[config.mk]
export PLATFORM = sky130hd
export DESIGN_NAME = spta_ctrl
export DESIGN_NICKNAME = d
export VERILOG_FILES = /design/src/hdl/spta_pkg.sv /design/src/hdl/spta_ctrl.sv
export SDC_FILE = /design/constraint.sdc
export NUM_CORES = 1
export LEC_CHECK = 0
export BUFFER_PORTS_ARGS = -buffer_cell sky130_fd_sc_hd__buf_2
export CAP_MARGIN = 10
export CORE_AREA = 2 2 39 41
export CTS_CLUSTER_DIAMETER = 150
export DETAILED_ROUTE_END_ITERATION = 16
export DIE_AREA = 0 0 41 43
export PLACE_DENSITY = 0.35
export SYNTH_ARGS = -nofsm -noshare
export SYNTH_HDL_FRONTEND = slang
export SYNTH_SLANG_ARGS = --single-unit
[constraint.sdc]
create_clock -name clk -period 1.1 [get_ports clk]
set_clock_uncertainty 0.2 [all_clocks]
set_input_delay 0.055 -clock clk [delete_from_list [all_inputs] [get_ports clk]]
set_output_delay 0.055 -clock clk [all_outputs]
set_load 0.01 [all_outputs]
[src/hdl/spta_pkg.sv]
// spta_pkg: shared types and codes for the sparse polynomial term accumulator
// used by spta_ctrl, spta_datapath and sparse_polynomial_term_accumulator_top
// no dependencies
`default_nettype none

package spta_pkg;

  localparam int DEFAULT_MAX_TERMS = 32;

  localparam int COEF_W = 32;
  localparam int EXP_W  = 64;
  localparam int STAT_W = 2;

  // input item kinds
  localparam logic KIND_ADD   = 1'b0;
  localparam logic KIND_DRAIN = 1'b1;

  // result status codes
  localparam logic [STAT_W-1:0] ST_OK    = 2'd0;
  localparam logic [STAT_W-1:0] ST_FULL  = 2'd1;
  localparam logic [STAT_W-1:0] ST_EMPTY = 2'd2;

  typedef enum logic [1:0] {
    S_IDLE,
    S_CMP,
    S_UPD,
    S_DRAIN
  } state_t;

  // controller to datapath
  typedef struct packed {
    logic load_in;
    logic cmp;
    logic update;
    logic drain_pop;
    logic drain_empty;
  } cmd_t;

  // datapath to controller
  typedef struct packed {
    logic out_free;
    logic count_zero;
    logic count_one;
  } sts_t;

endpackage

`default_nettype wire

[src/hdl/spta_ctrl.sv]
// spta_ctrl: sequencer for add and drain items
// depends on spta_pkg
`default_nettype none

module spta_ctrl (
  input  wire                    clk,
  input  wire                    rst_n,
  input  wire                    in_valid,
  input  wire                    in_kind,
  output logic                   in_ready,
  input  wire spta_pkg::sts_t    sts,
  output spta_pkg::cmd_t         cmd
);

  spta_pkg::state_t state_r, state_nxt;

  always_ff @(posedge clk) begin
    if (!rst_n) begin
      state_r <= spta_pkg::S_IDLE;
    end else begin
      state_r <= state_nxt;
    end
  end

  always_comb begin
    state_nxt = state_r;
    cmd       = '0;
    in_ready  = 1'b0;
    case (state_r)
      spta_pkg::S_IDLE: begin
        in_ready = 1'b1;
        if (in_valid) begin
          cmd.load_in = 1'b1;
          state_nxt   = (in_kind == spta_pkg::KIND_DRAIN) ? spta_pkg::S_DRAIN
                                                          : spta_pkg::S_CMP;
        end
      end
      spta_pkg::S_CMP: begin
        cmd.cmp   = 1'b1;
        state_nxt = spta_pkg::S_UPD;
      end
      spta_pkg::S_UPD: begin
        if (sts.out_free) begin
          cmd.update = 1'b1;
          state_nxt  = spta_pkg::S_IDLE;
        end
      end
      spta_pkg::S_DRAIN: begin
        if (sts.out_free) begin
          if (sts.count_zero) begin
            cmd.drain_empty = 1'b1;
            state_nxt       = spta_pkg::S_IDLE;
          end else begin
            cmd.drain_pop = 1'b1;
            if (sts.count_one) begin
              state_nxt = spta_pkg::S_IDLE;
            end
          end
        end
      end
      default: begin
        state_nxt = spta_pkg::S_IDLE;
      end
    endcase
  end

endmodule

`default_nettype wire

==> flow_summary.ini <==
[status]
outcome = finished, violations left
violations = setup timing

[timing]
finalSetupViolCount = 7
tns_ns = -0.771
fin_crit_ns = 1.27
setup_slack_ns = -0.165
post-route-period-util = 1.15
worst_pin_slew_ns = 0.182
fmax_ghz = 0.791
slew_viol_final = 0
rsz0062_at_grt = yes
timing.final.hold_violations = 0
relSlewSlack = 0.877
hold_ws_ns = 0.0161

[worst_setup_path]
cp_slowest_stage_delay_ns = 0.36
crit_top_cell = buf_6
worstPathMaxFanout = 6
criticalPathCategory = register to primary output
cp.arrival_ns = 1.01
path_cells = buf_6 > and2b_2 > buf_6
start_kind = register
critPathRequiredTime_ns = 0.84
end_kind = primary output
crit_family = flip-flops
critPathBufInv = 2
cpMaxStageDelayCell = dfxtp_4

[die]
die_w_um = 41
initial_core_util = 0.101
num_io_pins = 13
rows = 14
dieArea_um2 = 1760
die_y_um = 43
core-area_um2 = 1380

[hold_path]
min_path_type = primary input to register

[final_layout]
largest-register = state_r
syn_to_final_growth_pct = 118
antenna_cells = 0
finalNetCount = 46
largest_reg_flops = 2
drive_above_1_share = 0.595
seq_area_um2 = 45.0
fill_cells = 168
largestRegisters = state_r (2)
multi_input_area_um2 = 101

[detailed_routing]
vias_per_cell = 3.92
route.detailed.drc = 0
num_vias = 208
wl_um = 480
postRouteAntennaNets = 0
dr.pass1.iters = 1
wl_per_cell_um = 9.06
drt_iter0_markers = 0

[global_route]
grt-ovfl-total = 0
antenna_found_initial = 0
grt_max_degree = 7
grt_pass1_vias = 216
grt_pass1_wl_um = 710
grt_usage = 0.0641

[yosys]
yosysTopAreaCell = dfxtp_1
async_reset_ff_frac = 0
avgSynthCellArea_um2 = 7.79
yosysSeqAreaShare = 0.286
ys.warnings.count = 0
synthCells = 18
synth_seq_cells = 2
syn_area_um2 = 140
ys_types = 13
ys_top_cells_by_count = 4 x nor2_1, 2 x dfxtp_1, 2 x o21ai_0
synth_top_area_share = 0.286
post-synth-top-count-cell = nor2_1
synthFlopType = dfxtp_1
syn-num-nets = 25
synth_area_leaders = dfxtp_1 29%, nor2_1 11%, a311o_1 7.1%, a32o_1 7.1%, and3b_2 7.1%
synth_edf_count = 0

[clocking]
cts_inserted_buffers = 3
clk_latency_ns = 0.23
cts.sinks = 2
clockRootBuffer = clkbuf_4
clk_pin_slew_ns = 0.03
htreeDepth = 1
cts_buffer_depth = 2
cts_tree = built

[flow_run]
drv_cap = 0

[place]
port_buffers = 12
pre_cts_slack_ns = -0.0351
place_congestion = 0.588

[pwr]
vdd_drop_max_v = 0.000254
power_density_nw_per_um2 = 1170
p_leak_nw = 0.168
fin_total_pwr_mw = 0.358
==> metrics by stage <==
stage | util | std cells | cell area (µm²)
floorplan | - | 18 | 141
global placement | 0.165 | 47 | 229
detailed placement | 0.165 | 47 | 229
CTS | 0.211 | 53 | 292
global route | 0.221 | 53 | 305
finish | 0.221 | 53 | 305
==> power by group <==
group / switching (mW) / internal (mW) / total [mW]
logic: 0.0407 / 0.0569 / 0.0976
registers: 0.0111 / 0.0825 / 0.0935
clock network: 0.0463 / 0.121 / 0.167
total: 0.0980 / 0.260 / 0.358
==> cells by family (layout without fill, tap and decap cells) <==
| family | Yosys count | in the layout | synth area share |
|---|---|---|---|
| buffers and inverters | 1 | 20 | 0.0268 |
| and+or+nand+nor | 11 | 11 | 0.473 |
| AOI/OAI and AO/OA | 4 | 4 | 0.214 |
| DFF | 2 | 2 | 0.286 |
==> metal layers <==
layer	part of all wire	vias up	GRT usage
li1	-	105	-
met1	0.35	101	0.0382
met2	0.63	2	0.116
met3	0.017	0	0.0157
met4	0	0	0.0800
met5	0	-	0
==> worst register-to-register path: cells and delay by family, from the launching register on <==
family | cells | cell delay (ns)
simple gates | 1 | 0.19
compound gates | 1 | 0.31
flops | 1 | 0.35
==> path summary, 6_finish.rpt <==
check	from	end	slack, ns	cells past startpoint
worst min-delay path	in_kind	state_r[1]	0.02	3
worst max-delay path	state_r[1]	cmd[3]	-0.17	3
worst max register to register	state_r[1]	state_r[1]	-0.06	2
worst min register to register	state_r[0]	state_r[1]	0.35	1
==> timing repair <==
action,in CTS,in global routing
endpoints found under the setup margin,7,8
buffers inserted,0,0
pin swaps,0,2
resized for setup,2,6
hold buffers,3,0
hold endpoints to repair,2,0
==> placed cells by master (no fill, tap or decap) <==
master,count
and2b_2,1
dlygate4sd3_1,1
nand3_2,1
and4b_1,1
a32o_1,1
and3b_2,1
buf_2,11
nor2_1,4
dfxtp_2,1
dfxtp_4,1
a311o_1,1
and3_2,1
o21ai_1,1
and2_1,1
dlymetal6s4s_1,2
clkbuf_4,3
o21ai_0,1
buf_6,2
inv_1,1
nand2_1,1
==> layout make-up <==
class	instances	share of cell area
Inverter	1	0.0123
Tap cell	16	0.0656
Timing Repair Buffer	16	0.369
Clock buffer	3	0.0738
Sequential cell	2	0.148
Multi-Input combinational cell	15	0.332
No activity file was read; power rests on OpenSTA's default activity.
